--- src/sv/assert_macros.svh ---
// Assertion macros shared by the slot allocator RTL.
// Depends on nothing; included by files that carry concurrent assertions.
`ifndef ASSERT_MACROS_SVH
`define ASSERT_MACROS_SVH

// A condition that must hold at every clock edge outside reset.
`define CSA_ASSERT_ALWAYS(label, clk, rst_n, cond, msg) \
    label: assert property (@(posedge clk) disable iff (!(rst_n)) (cond)) else $error(msg);

// A condition that implies another one at the same edge.
`define CSA_ASSERT_IMPL(label, clk, rst_n, ante, cons, msg) \
    label: assert property (@(posedge clk) disable iff (!(rst_n)) (ante) |-> (cons)) \
        else $error(msg);

// A condition that implies another one at the next edge.
`define CSA_ASSERT_NEXT(label, clk, rst_n, ante, cons, msg) \
    label: assert property (@(posedge clk) disable iff (!(rst_n)) (ante) |=> (cons)) \
        else $error(msg);

`endif

--- src/sv/csa_pkg.sv ---
// Shared types and constants of the coroutine slot allocator.
// Depends on nothing; imported by the slot table, the top level and the testbench.
package csa_pkg;

    // Widths of the request and result fields.
    localparam int OP_W       = 2;
    localparam int TGT_W      = 4;
    localparam int RES_SLOT_W = 4;
    localparam int LIVE_W     = 5;
    localparam int ST_W       = 2;

    typedef logic [OP_W-1:0] t_op;
    typedef logic [ST_W-1:0] t_status;

    // Operation codes.
    localparam t_op OP_CREATE = 2'd0;
    localparam t_op OP_DONE   = 2'd1;
    localparam t_op OP_YIELD  = 2'd2;
    localparam t_op OP_RESUME = 2'd3;

    // Slot status codes.
    localparam t_status ST_UNUSED    = 2'd0;
    localparam t_status ST_SUSPENDED = 2'd1;
    localparam t_status ST_RUNNING   = 2'd2;
    localparam t_status ST_DONE      = 2'd3;

endpackage

--- src/sv/coroutine_slot_allocator_top.sv ---
// Coroutine slot allocator: a free-list allocator over a table of task slots.
// The accepting edge reads the slot table into its read register; the next edge
// writes the entry back and loads the result register.
// No request is taken while the last one is in execute, so each request's read
// follows the last one's write-back; a stalled result holds off the next request.
// Reset (synchronous, active low) clears the free list, counters and current
// slot at once; the slot table needs no clearing pass.
module coroutine_slot_allocator_top
    import csa_pkg::*;
#(
    parameter int MAX_SLOTS = 16
) (
    input  logic                  i_clk,
    input  logic                  i_rst_n,
    input  logic                  i_in_valid,
    output logic                  o_in_stall,
    input  logic [OP_W-1:0]       i_op,
    input  logic [TGT_W-1:0]      i_target_slot,
    output logic                  o_out_valid,
    input  logic                  i_out_stall,
    output logic                  o_ok,
    output logic [RES_SLOT_W-1:0] o_result_slot,
    output logic [LIVE_W-1:0]     o_live_count
);

    `include "assert_macros.svh"

    localparam int SLOT_W  = $clog2(MAX_SLOTS);
    localparam int CNT_W   = $clog2(MAX_SLOTS + 1);
    localparam int DATA_W  = ST_W + SLOT_W;
    localparam int TEXT_W  = (SLOT_W > TGT_W) ? SLOT_W : TGT_W;
    localparam int CMP_W   = (CNT_W > TGT_W) ? CNT_W : TGT_W;
    localparam int SEXT_W  = (SLOT_W > RES_SLOT_W) ? SLOT_W : RES_SLOT_W;
    localparam int LEXT_W  = (CNT_W > LIVE_W) ? CNT_W : LIVE_W;

    // Control and bookkeeping registers.
    logic              r_busy;
    t_op               r_op;
    logic [TGT_W-1:0]  r_tgt;
    logic              r_free_valid, n_free_valid;
    logic [SLOT_W-1:0] r_free_head, n_free_head;
    logic [CNT_W-1:0]  r_slots_used, n_slots_used;
    logic              r_cur_valid, n_cur_valid;
    logic [SLOT_W-1:0] r_cur_slot, n_cur_slot;
    logic [CNT_W-1:0]  r_live, n_live;

    // Result register.
    logic                  r_out_valid;
    logic                  r_out_ok;
    logic [RES_SLOT_W-1:0] r_out_slot;
    logic [LIVE_W-1:0]     r_out_live;

    // Table ports.
    logic              in_acc;
    logic [SLOT_W-1:0] rd_addr;
    logic [DATA_W-1:0] rd_data;
    t_status           rd_status;
    logic [SLOT_W-1:0] rd_link;
    logic              wr_en;
    logic [SLOT_W-1:0] wr_addr;
    logic [DATA_W-1:0] wr_data;

    // Execute-stage results.
    logic              ex_ok;
    logic [SLOT_W-1:0] ex_slot;
    logic [TEXT_W-1:0] tgt_ext;
    logic [TEXT_W-1:0] held_tgt_ext;
    logic              tgt_in_range;
    logic [SEXT_W-1:0] slot_ext;
    logic [LEXT_W-1:0] live_ext;

    // A request enters only when the table is free and the result register
    // will be empty by the time this request completes.
    assign o_in_stall = r_busy || (r_out_valid && i_out_stall);
    assign in_acc     = i_in_valid && !o_in_stall;

    // Read address: the entry the operation will modify; a create reads the free-list head.
    assign tgt_ext = TEXT_W'(i_target_slot);
    always_comb begin
        unique case (i_op)
            OP_CREATE: rd_addr = r_free_head;
            OP_DONE:   rd_addr = r_cur_slot;
            OP_YIELD:  rd_addr = r_cur_slot;
            OP_RESUME: rd_addr = tgt_ext[SLOT_W-1:0];
            default:   rd_addr = r_cur_slot;
        endcase
    end

    csa_table #(
        .DEPTH  (MAX_SLOTS),
        .ADDR_W (SLOT_W)
    ) u_table (
        .i_clk     (i_clk),
        .i_rd_en   (in_acc),
        .i_rd_addr (rd_addr),
        .o_rd_data (rd_data),
        .i_wr_en   (wr_en),
        .i_wr_addr (wr_addr),
        .i_wr_data (wr_data)
    );

    // The execute stage works from the target captured with the request.
    assign held_tgt_ext = TEXT_W'(r_tgt);
    assign rd_status    = rd_data[DATA_W-1 -: ST_W];
    assign rd_link      = rd_data[SLOT_W-1:0];
    assign tgt_in_range = CMP_W'(r_tgt) < CMP_W'(r_slots_used);

    // Execute: modify the entry read last cycle and update the bookkeeping.
    always_comb begin
        n_free_valid = r_free_valid;
        n_free_head  = r_free_head;
        n_slots_used = r_slots_used;
        n_cur_valid  = r_cur_valid;
        n_cur_slot   = r_cur_slot;
        n_live       = r_live;
        ex_ok        = 1'b0;
        ex_slot      = '0;
        wr_en        = 1'b0;
        wr_addr      = '0;
        wr_data      = '0;
        if (r_busy) begin
            unique case (r_op)
                OP_CREATE: begin
                    if (r_free_valid) begin
                        // Reuse the head of the free list; a self link ends it.
                        ex_ok   = 1'b1;
                        ex_slot = r_free_head;
                        if (rd_link == r_free_head) begin
                            n_free_valid = 1'b0;
                        end else begin
                            n_free_head = rd_link;
                        end
                    end else if (r_slots_used < CNT_W'(MAX_SLOTS)) begin
                        // Take a fresh slot.
                        ex_ok        = 1'b1;
                        ex_slot      = r_slots_used[SLOT_W-1:0];
                        n_slots_used = r_slots_used + 1'b1;
                    end
                    if (ex_ok) begin
                        wr_en   = 1'b1;
                        wr_addr = ex_slot;
                        wr_data = {ST_SUSPENDED, ex_slot};
                        n_live  = r_live + 1'b1;
                    end
                end
                OP_DONE: begin
                    if (r_cur_valid) begin
                        // Push the current slot onto the free list.
                        ex_ok        = 1'b1;
                        ex_slot      = r_cur_slot;
                        wr_en        = 1'b1;
                        wr_addr      = r_cur_slot;
                        wr_data      = {ST_DONE, r_free_valid ? r_free_head : r_cur_slot};
                        n_free_head  = r_cur_slot;
                        n_free_valid = 1'b1;
                        n_cur_valid  = 1'b0;
                        n_cur_slot   = '0;
                        n_live       = (r_live != '0) ? r_live - 1'b1 : r_live;
                    end
                end
                OP_YIELD: begin
                    if (r_cur_valid) begin
                        ex_ok       = 1'b1;
                        ex_slot     = r_cur_slot;
                        wr_en       = 1'b1;
                        wr_addr     = r_cur_slot;
                        wr_data     = {ST_SUSPENDED, rd_link};
                        n_cur_valid = 1'b0;
                        n_cur_slot  = '0;
                    end
                end
                OP_RESUME: begin
                    if (tgt_in_range && rd_status == ST_SUSPENDED) begin
                        ex_ok       = 1'b1;
                        ex_slot     = held_tgt_ext[SLOT_W-1:0];
                        wr_en       = 1'b1;
                        wr_addr     = ex_slot;
                        wr_data     = {ST_RUNNING, rd_link};
                        n_cur_valid = 1'b1;
                        n_cur_slot  = ex_slot;
                    end
                end
                default: begin
                    ex_ok = 1'b0;
                end
            endcase
        end
    end

    // Widen the execute results to the output field widths.
    assign slot_ext = SEXT_W'(ex_slot);
    assign live_ext = LEXT_W'(n_live);

    // Control state.
    always_ff @(posedge i_clk) begin
        if (!i_rst_n) begin
            r_busy       <= 1'b0;
            r_free_valid <= 1'b0;
            r_free_head  <= '0;
            r_slots_used <= '0;
            r_cur_valid  <= 1'b0;
            r_cur_slot   <= '0;
            r_live       <= '0;
            r_out_valid  <= 1'b0;
        end else begin
            r_busy       <= in_acc;
            r_free_valid <= n_free_valid;
            r_free_head  <= n_free_head;
            r_slots_used <= n_slots_used;
            r_cur_valid  <= n_cur_valid;
            r_cur_slot   <= n_cur_slot;
            r_live       <= n_live;
            if (r_busy) begin
                r_out_valid <= 1'b1;
            end else if (!i_out_stall) begin
                r_out_valid <= 1'b0;
            end
        end
    end

    // Request capture and result payload.
    always_ff @(posedge i_clk) begin
        if (in_acc) begin
            r_op  <= t_op'(i_op);
            r_tgt <= i_target_slot;
        end
        if (r_busy) begin
            r_out_ok   <= ex_ok;
            r_out_slot <= slot_ext[RES_SLOT_W-1:0];
            r_out_live <= live_ext[LIVE_W-1:0];
        end
    end

    assign o_out_valid   = r_out_valid;
    assign o_ok          = r_out_ok;
    assign o_result_slot = r_out_slot;
    assign o_live_count  = r_out_live;

    // Every request in execute leaves a result in the output register.
    `CSA_ASSERT_NEXT(a_exec_loads_result, i_clk, i_rst_n, r_busy, r_out_valid, "result lost")
    // A stalled result is never overwritten by a request in execute.
    `CSA_ASSERT_IMPL(a_no_overwrite, i_clk, i_rst_n, r_out_valid && i_out_stall, !r_busy, "result overwritten")
    // Live slots never outnumber the slots ever taken.
    `CSA_ASSERT_ALWAYS(a_live_bound, i_clk, i_rst_n, r_live <= r_slots_used, "live count exceeds slots used")
    // A non-empty free list implies some slot was taken.
    `CSA_ASSERT_IMPL(a_free_needs_used, i_clk, i_rst_n, r_free_valid, r_slots_used != '0, "free list without slots")

endmodule

--- src/sv/csa_table.sv ---
// Slot table memory: one entry per slot holding status and free-list link.
// Single write port, single read port with a registered read.
// Depends on csa_pkg for the status width.
module csa_table
    import csa_pkg::*;
#(
    parameter int DEPTH  = 16,
    parameter int ADDR_W = 4
) (
    input  logic                   i_clk,
    input  logic                   i_rd_en,
    input  logic [ADDR_W-1:0]      i_rd_addr,
    output logic [ST_W+ADDR_W-1:0] o_rd_data,
    input  logic                   i_wr_en,
    input  logic [ADDR_W-1:0]      i_wr_addr,
    input  logic [ST_W+ADDR_W-1:0] i_wr_data
);

    logic [ST_W+ADDR_W-1:0] r_mem [DEPTH];
    logic [ST_W+ADDR_W-1:0] r_rd_data;

    // Write port.
    always_ff @(posedge i_clk) begin
        if (i_wr_en) begin
            r_mem[i_wr_addr] <= i_wr_data;
        end
    end

    // Registered read port.
    always_ff @(posedge i_clk) begin
        if (i_rd_en) begin
            r_rd_data <= r_mem[i_rd_addr];
        end
    end

    assign o_rd_data = r_rd_data;

endmodule

--- config.mk ---
export PLATFORM = sky130hd
export DESIGN_NAME = coroutine_slot_allocator_top
export DESIGN_NICKNAME = d
export VERILOG_FILES = /design/src/sv/csa_pkg.sv /design/src/sv/coroutine_slot_allocator_top.sv /design/src/sv/csa_table.sv
export VERILOG_INCLUDE_DIRS = /design/src /design/src/sv
export SDC_FILE = /design/constraint.sdc
export NUM_CORES = 1
export LEC_CHECK = 0
export ABC_AREA = 0
export BUFFER_PORTS_ARGS = -buffer_cell sky130_fd_sc_hd__buf_2
export CORE_MARGIN = 1.5
export CORE_UTILIZATION = 62
export CTS_BUF_LIST = sky130_fd_sc_hd__clkbuf_16
export DETAILED_ROUTE_END_ITERATION = 10
export GPL_TIMING_DRIVEN = 0
export HOLD_SLACK_MARGIN = 0.02
export PLACE_DENSITY = 0.8
export SYNTH_ARGS = -nofsm -noshare
export SYNTH_HDL_FRONTEND = slang
export SYNTH_SLANG_ARGS = --single-unit
--- constraint.sdc ---
create_clock -name i_clk -period 3.1 [get_ports i_clk]
set_input_delay 0.31 -clock i_clk [delete_from_list [all_inputs] [get_ports i_clk]]
set_output_delay 0.31 -clock i_clk [all_outputs]
set_load 0.01 [all_outputs]
## Yosys cells after proc, flatten, opt, wreduce, memory -nomap -nowiden

Memory sizes are Yosys's and may differ from the RTL's. A register that Yosys moved wholly into a read port is not among the register bits.
Index checks and enable logic that the tools add are counted.

- Bits in registers: 38
- Bits in latches: 0
- Bits in writable memories: 96
- ROM bits: 0
- Bits of input ports: 10
- Output and inout port bits: 12
- Word-level logic and storage cells: 99
- Memories kept: 1

- $add $sub $neg: 3
- $mul: 0
- Div/mod/pow operators: 0
- $lt $le $gt $ge: 2
- Eq/ne operators: 14
- Shift-type cells: 0
- Mux-type cells: 48
- Bitwise logic cells: 1
- Reductions and logical operators: 17

Memory list:

| memory | words | width | rd ports | clocked after memory_dff | wr ports | RTL line | RTL |
|---|---|---|---|---|---|---|---|
| u_table.r_mem | 16 | 6 | 1 | 1 | 1 | csa_table.sv:19 | `logic [ST_W+ADDR_W-1:0] r_mem [DEPTH];` |

Operators with widths:

| kind | count |
|---|---|
| 2-to-1 mux 4 bit | 12 |
| one-hot mux 4 bit (3 select lines) | 3 |
| 2-to-1 mux 5 bit | 6 |
| one-hot mux 6 bit (4 select lines) | 1 |
| 2-to-1 mux 6 bit | 3 |
| 2-to-1 mux 1 bit | 16 |
| one-hot mux 4 bit (2 select lines) | 2 |
| adder 5 x 1 -> 5 bit, second input constant | 2 |
| one-hot mux 5 bit (2 select lines) | 1 |
| equality test 2 bit, second input constant | 4 |
| != test 2 bit, second input constant | 4 |
| AND reduction 4 bit | 2 |
| equality test 2 x 1 -> 1 bit, second input constant | 3 |
| one-hot mux 1 bit (3 select lines) | 2 |
| AND reduction 3 bit | 2 |
| < comparator 4 x 5 -> 1 bit | 1 |
| < comparator 5 bit, second input constant | 1 |
| AND reduction 5 bit | 1 |
| nonzero test 5 bit | 1 |
| subtractor 5 x 1 -> 5 bit, second input constant | 1 |
| equality test 4 bit | 1 |
| logical NOT 2 bit | 2 |
| != test 2 x 1 -> 1 bit, second input constant | 2 |
| one-hot mux 1 bit (2 select lines) | 2 |
| other kinds (6) | 10 |

## Longest topological paths before layout

- Word-level depth: 10
- Gate-level depth with buffers: 11

## Modules after synthesis

From an unflattened synthesis, not the netlist that was laid out.

- Cells, all modules: 444
- Area, all modules: 6247.2 sq um

By module, submodules not included:

| module | times used | cells each | area each (sq um) | seq. area each (sq um) |
|---|---|---|---|---|
| csa_table | 1 | 178 | 3955.0 | 3062.9 |
| coroutine_slot_allocator_top | 1 | 266 | 2292.2 | 920.9 |

## Worst setup path after synthesis

OpenSTA, ideal clock, no wires.

- Path type: register to register
- Start point: register r_slots_used[2]
- End point: memory u_table.r_mem[8][0] (netlist name) (enable)
- Arrival: 2.160 ns
- Data required time: 2.723 ns
- Slack: 0.563 ns
- Stages on the path, launching flop included: 9
- Path buffers: 0
- Cell sequence: dfxtp_1 inv_1 ha_1 a21o_1 a31oi_2 o211ai_1 a21oi_1 nand2b_1 nor3_1

- Longest elaborated chain between the ends: 10
- Elaborated cells on any way between the ends: 19
- Classes of those cells: order compare: 2; mux: 16; reduce/logical: 1

RTL lines:

| item | RTL line | RTL |
|---|---|---|
| from (decl) | coroutine_slot_allocator_top.sv:42 | `logic [CNT_W-1:0] r_slots_used, n_slots_used;` |
| from (signal assigned) | coroutine_slot_allocator_top.sv:209 | `r_slots_used <= n_slots_used;` |
| < comparator 5 bit | coroutine_slot_allocator_top.sv:133 | `end else if (r_slots_used < CNT_W'(MAX_SLOTS)) begin` |
| 2-to-1 mux 1 bit | coroutine_slot_allocator_top.sv:133 |  |
| 2-to-1 mux 1 bit | coroutine_slot_allocator_top.sv:124 | `if (r_free_valid) begin` |
| 2-to-1 mux 1 bit | coroutine_slot_allocator_top.sv:122 | `unique case (r_op)` |
| 2-to-1 mux 1 bit | coroutine_slot_allocator_top.sv:121 | `if (r_busy) begin` |
| 2-to-1 mux 1 bit | coroutine_slot_allocator_top.sv:139 | `if (ex_ok) begin` |
| one-hot mux 1 bit (3 select lines) | coroutine_slot_allocator_top.sv:122 |  |
| 2-to-1 mux 1 bit | coroutine_slot_allocator_top.sv:121 |  |
| 2-to-1 mux 1 bit | csa_table.sv:24 | `if (i_wr_en) begin` |
| 2-to-1 mux 1 bit (implied by the code) | csa_table.sv:25 | `r_mem[i_wr_addr] <= i_wr_data;` |
| to (decl) | csa_table.sv:19 |  |

Parallel ways exist; a longest one is shown, timed or not. The select of a mux whose other input is x is not followed.

## Worst setup path in the final report

- Start point: register r_slots_used[2]
- End point: memory u_table.r_mem[10][4] (netlist name) (enable)

Same word-level chain as after synthesis.

==> results.md <==
- 4.34 mW — sum of internal, switching and leakage power
- 104 um — width of the die
- 0 — post-cts hold buffer count
- 0.291 — total routing usage reported by global routing
- 1 — cell count of the worst hold path
- 598 nW/um^2 — areal power density over the cells
- 6 — maximum fanout count along the critical path
- 430 ps — worst-skew pair later-pin latency
- 357 — Detailed Route Iter0 Violations
- 6640 um^2 — post-placement cell area
- 9.99 ps — final worst clock skew
- 5 — number of iterations in the first detailed-routing pass
- 0 — Setup violations, final
- 4 — Clock H-tree levels
- 517 — synthesized netlist net count
- 10,900 um^2 — die footprint
- 104 um — height of the die
- 0.626 — post-synthesis sequential area ratio
- 10.0 mm — sum of net half-perimeters after detailed placement
- -181 ps — dpl ws
- 0.214 — share of layout cells above drive strength 1
- 21.8 um — average detailed-routed wire length per instance
- 3170 ps — required time of the critical path
- 0 — Max Slew Vio Count
- 495 — synthesized instance count
- 0.970 — final critical-path share of the clock period
- 14.8 mm — final routed wirelength across all metal layers
- 81.4 ps — Fin Hold WS
- 7.65 mm — DR WL met2
- 4,313 — via count of the first global-routing pass
- 0 — Final Hold Viols
- 0.900 — routability congestion estimate from global placement
- 0 — number of antenna violations at the first check in global routing
- 0 — YS warnings
- 0.645 — Initial Utilization
- 0 — Post-synth ARST share
- 92.8 ps — post-layout worst setup margin
- 3070 ps — arrival time reported for the critical path endpoint
- 22 — boundary pin count
- 56 — library cells used by synthesis
- 17 — total CTS buffers
- 23.1 mm — first-pass GRT wire length
- 12.9 um^2 — Avg Inst Size Synth
- flip-flop — sort of element at the start of the critical path
- 557 — Post-layout nets
- 5.64 mm — total routed wire length on the met1 layer
- edfxtp_1 — commonest non-fill, non-tap cell in the layout
- 0 — max-cap viol count
- 8 — cell count of the worst reg-to-reg path
- 90 ps — slack of the worst reg-to-reg path
- true — RSZ-0062 raised after global routing
- complete, no violations — result of the run
- 118 — number of enable-type register cells in the synthesized netlist
- 140 — synthesis-stage register bit count
- 333 MHz — maximum achievable frequency
- edfxtp_1, nand2_1, buf_2, mux2i_1, nor2_1 — most used cells in the layout excluding fill and tap cells
- met4 — uppermost layer routed
- 2.45 nW — static leakage power
- edfxtp_1 — most common flop cell mapped by yosys
- 36 — number of cell rows
- 933 um — total length of routed met3 wires
- 0 — total inserted antenna cells
- 0 — Post-DRT Antenna Nets
- 4,249 — total via count after detailed routing
- 140 — number of clock sinks seen by CTS
- 7260 um^2 — summed area of non-filler cells in the final layout
- 3010 ps — post-layout min period
- 0 — total DRC errors in the routed layout
- 6360 um^2 — cell area after synthesis
- 14.2% — Area growth, synth to finish
- in -> reg — path category of the worst min-delay check
- 2260 um^2 — area of the multi-input gates
- reg -> reg — CP Class
- 619 uV — peak supply drop
- 645 — number of fill cells
- done — CTS tree
- flip-flop — Critical Path End Type
- clkbuf_16 — root buffer cell
- 908 ps — slew at the pin closest to its max-slew limit
- 60 ps — clk slew on worst S/H paths
- 6.24 — Vias/cell
- 2 — Max Root-Sink Buffers
- 21 — port buffer count
- 0.388 — worst rel slew slack
- 9860 um^2 — core region area
- 17 — pin count of the biggest net entering global routing
- 0 ps — setup tns final
- 3990 um^2 — area occupied by registers
- 0 — Congestion Overflow GR
## repair_timing
action / 4_1_cts / 5_1_grt
hold endpoints to repair: 0 / 0
resized for setup: 6 / 13
endpoints found under the setup margin: 86 / 112
setup buffers: 0 / 0
## worst max-delay path, stage by stage, from the launching register on
cell and delay [ps]:
dfxtp_1 430, inv_1 100, ha_1 330, a21o_1 170, a31oi_2 310, o211ai_1 240
a21oi_2 330, nand2b_1 260, nor2_1 470
## state kept, by name, summed over array words and instances, names as in the netlist, 2 cells and up
register,flops
r_live,5
r_free_head,4
r_slots_used,5
held_tgt_ext,4
r_cur_slot,4
r_op,2
u_table.o_rd_data,6
o_live_count,5
u_table.r_mem,96
o_result_slot,4
## final timing paths
kind                                             end              from
worst max register to register  u_table.r_mem[10][4]   r_slots_used[2]
worst max-delay path            u_table.r_mem[10][4]   r_slots_used[2]
worst min register to register           o_out_valid       o_out_valid
worst min-delay path                 held_tgt_ext[0]  i_target_slot[0]
## synth_stat cells, drive strengths merged (2+ instances only)
cell type,number,area share
nand2,48,0.028
o211ai,28,0.033
nand2b,6,0.0063
o22ai,4,0.0039
ha,12,0.024
edfxtp,118,0.56
nor2,43,0.025
o21ai,13,0.011
buf,15,0.012
xor2,4,0.0055
o31a,2,0.0028
a211oi,4,0.0047
a221oi,7,0.013
nor2b,2,0.0024
mux2,26,0.047
xnor2,3,0.0041
a21oi,19,0.015
a31o,2,0.0028
nor3,5,0.0039
clkbuf,5,0.0029
a21o,4,0.0047
or2,3,0.0029
mux2i,31,0.049
a21boi,3,0.0035
inv,20,0.012
o2111ai,2,0.0028
dfxtp,22,0.069
o21a,2,0.0024
nand4,10,0.0098
a31oi,3,0.0039
and2,11,0.011
a22oi,6,0.0071
## cells by family (layout without fill, tap and decap cells)
family	Yosys count	after routing	share of synthesized area
XOR/XNOR	7	7	0.00963
adder cells (fa/ha/maj)	12	12	0.0236
buffers and inverters	41	94	0.0273
multiplexers	57	57	0.0960
flip-flops	140	140	0.626
AND/OR/NAND/NOR	133	133	0.0981
AO/OA/AOI/OAI	105	105	0.119
## cell type report
| type | count | area share |
|---|---|---|
| inverter | 21 | 0.0109 |
| buffer | 20 | 0.0131 |
| multi-input combinational | 314 | 0.311 |
| clock inverter | 15 | 0.0202 |
| clock buffer | 17 | 0.0586 |
| timing repair buffer | 21 | 0.0145 |
| sequential | 140 | 0.549 |
| tap | 133 | 0.0229 |
## metrics by stage
step / instances / util
6_report: 681 / 0.736
5_1_grt: 681 / 0.736
4_1_cts: 681 / 0.732
3_5_place_dp: 649 / 0.673
3_3_place_gp: 649 / 0.673
2_1_floorplan: 495 / -
## where the power goes
part / switching (mW) / internal (mW) / leakage (nW) / total (mW)
sequential: 0.0279 / 2.07 / 1.24 / 2.09
combinational: 0.177 / 0.100 / 0.945 / 0.277
clock: 0.792 / 1.18 / 0.270 / 1.97
total: 0.997 / 3.34 / 2.45 / 4.34
## metal layers
metal,vias to the layer above,track usage
li1,1953,-
met1,2035,0.330
met2,211,0.493
met3,50,0.0771
met4,0,0.173
met5,-,0
(Power assumes the default switching activity.)
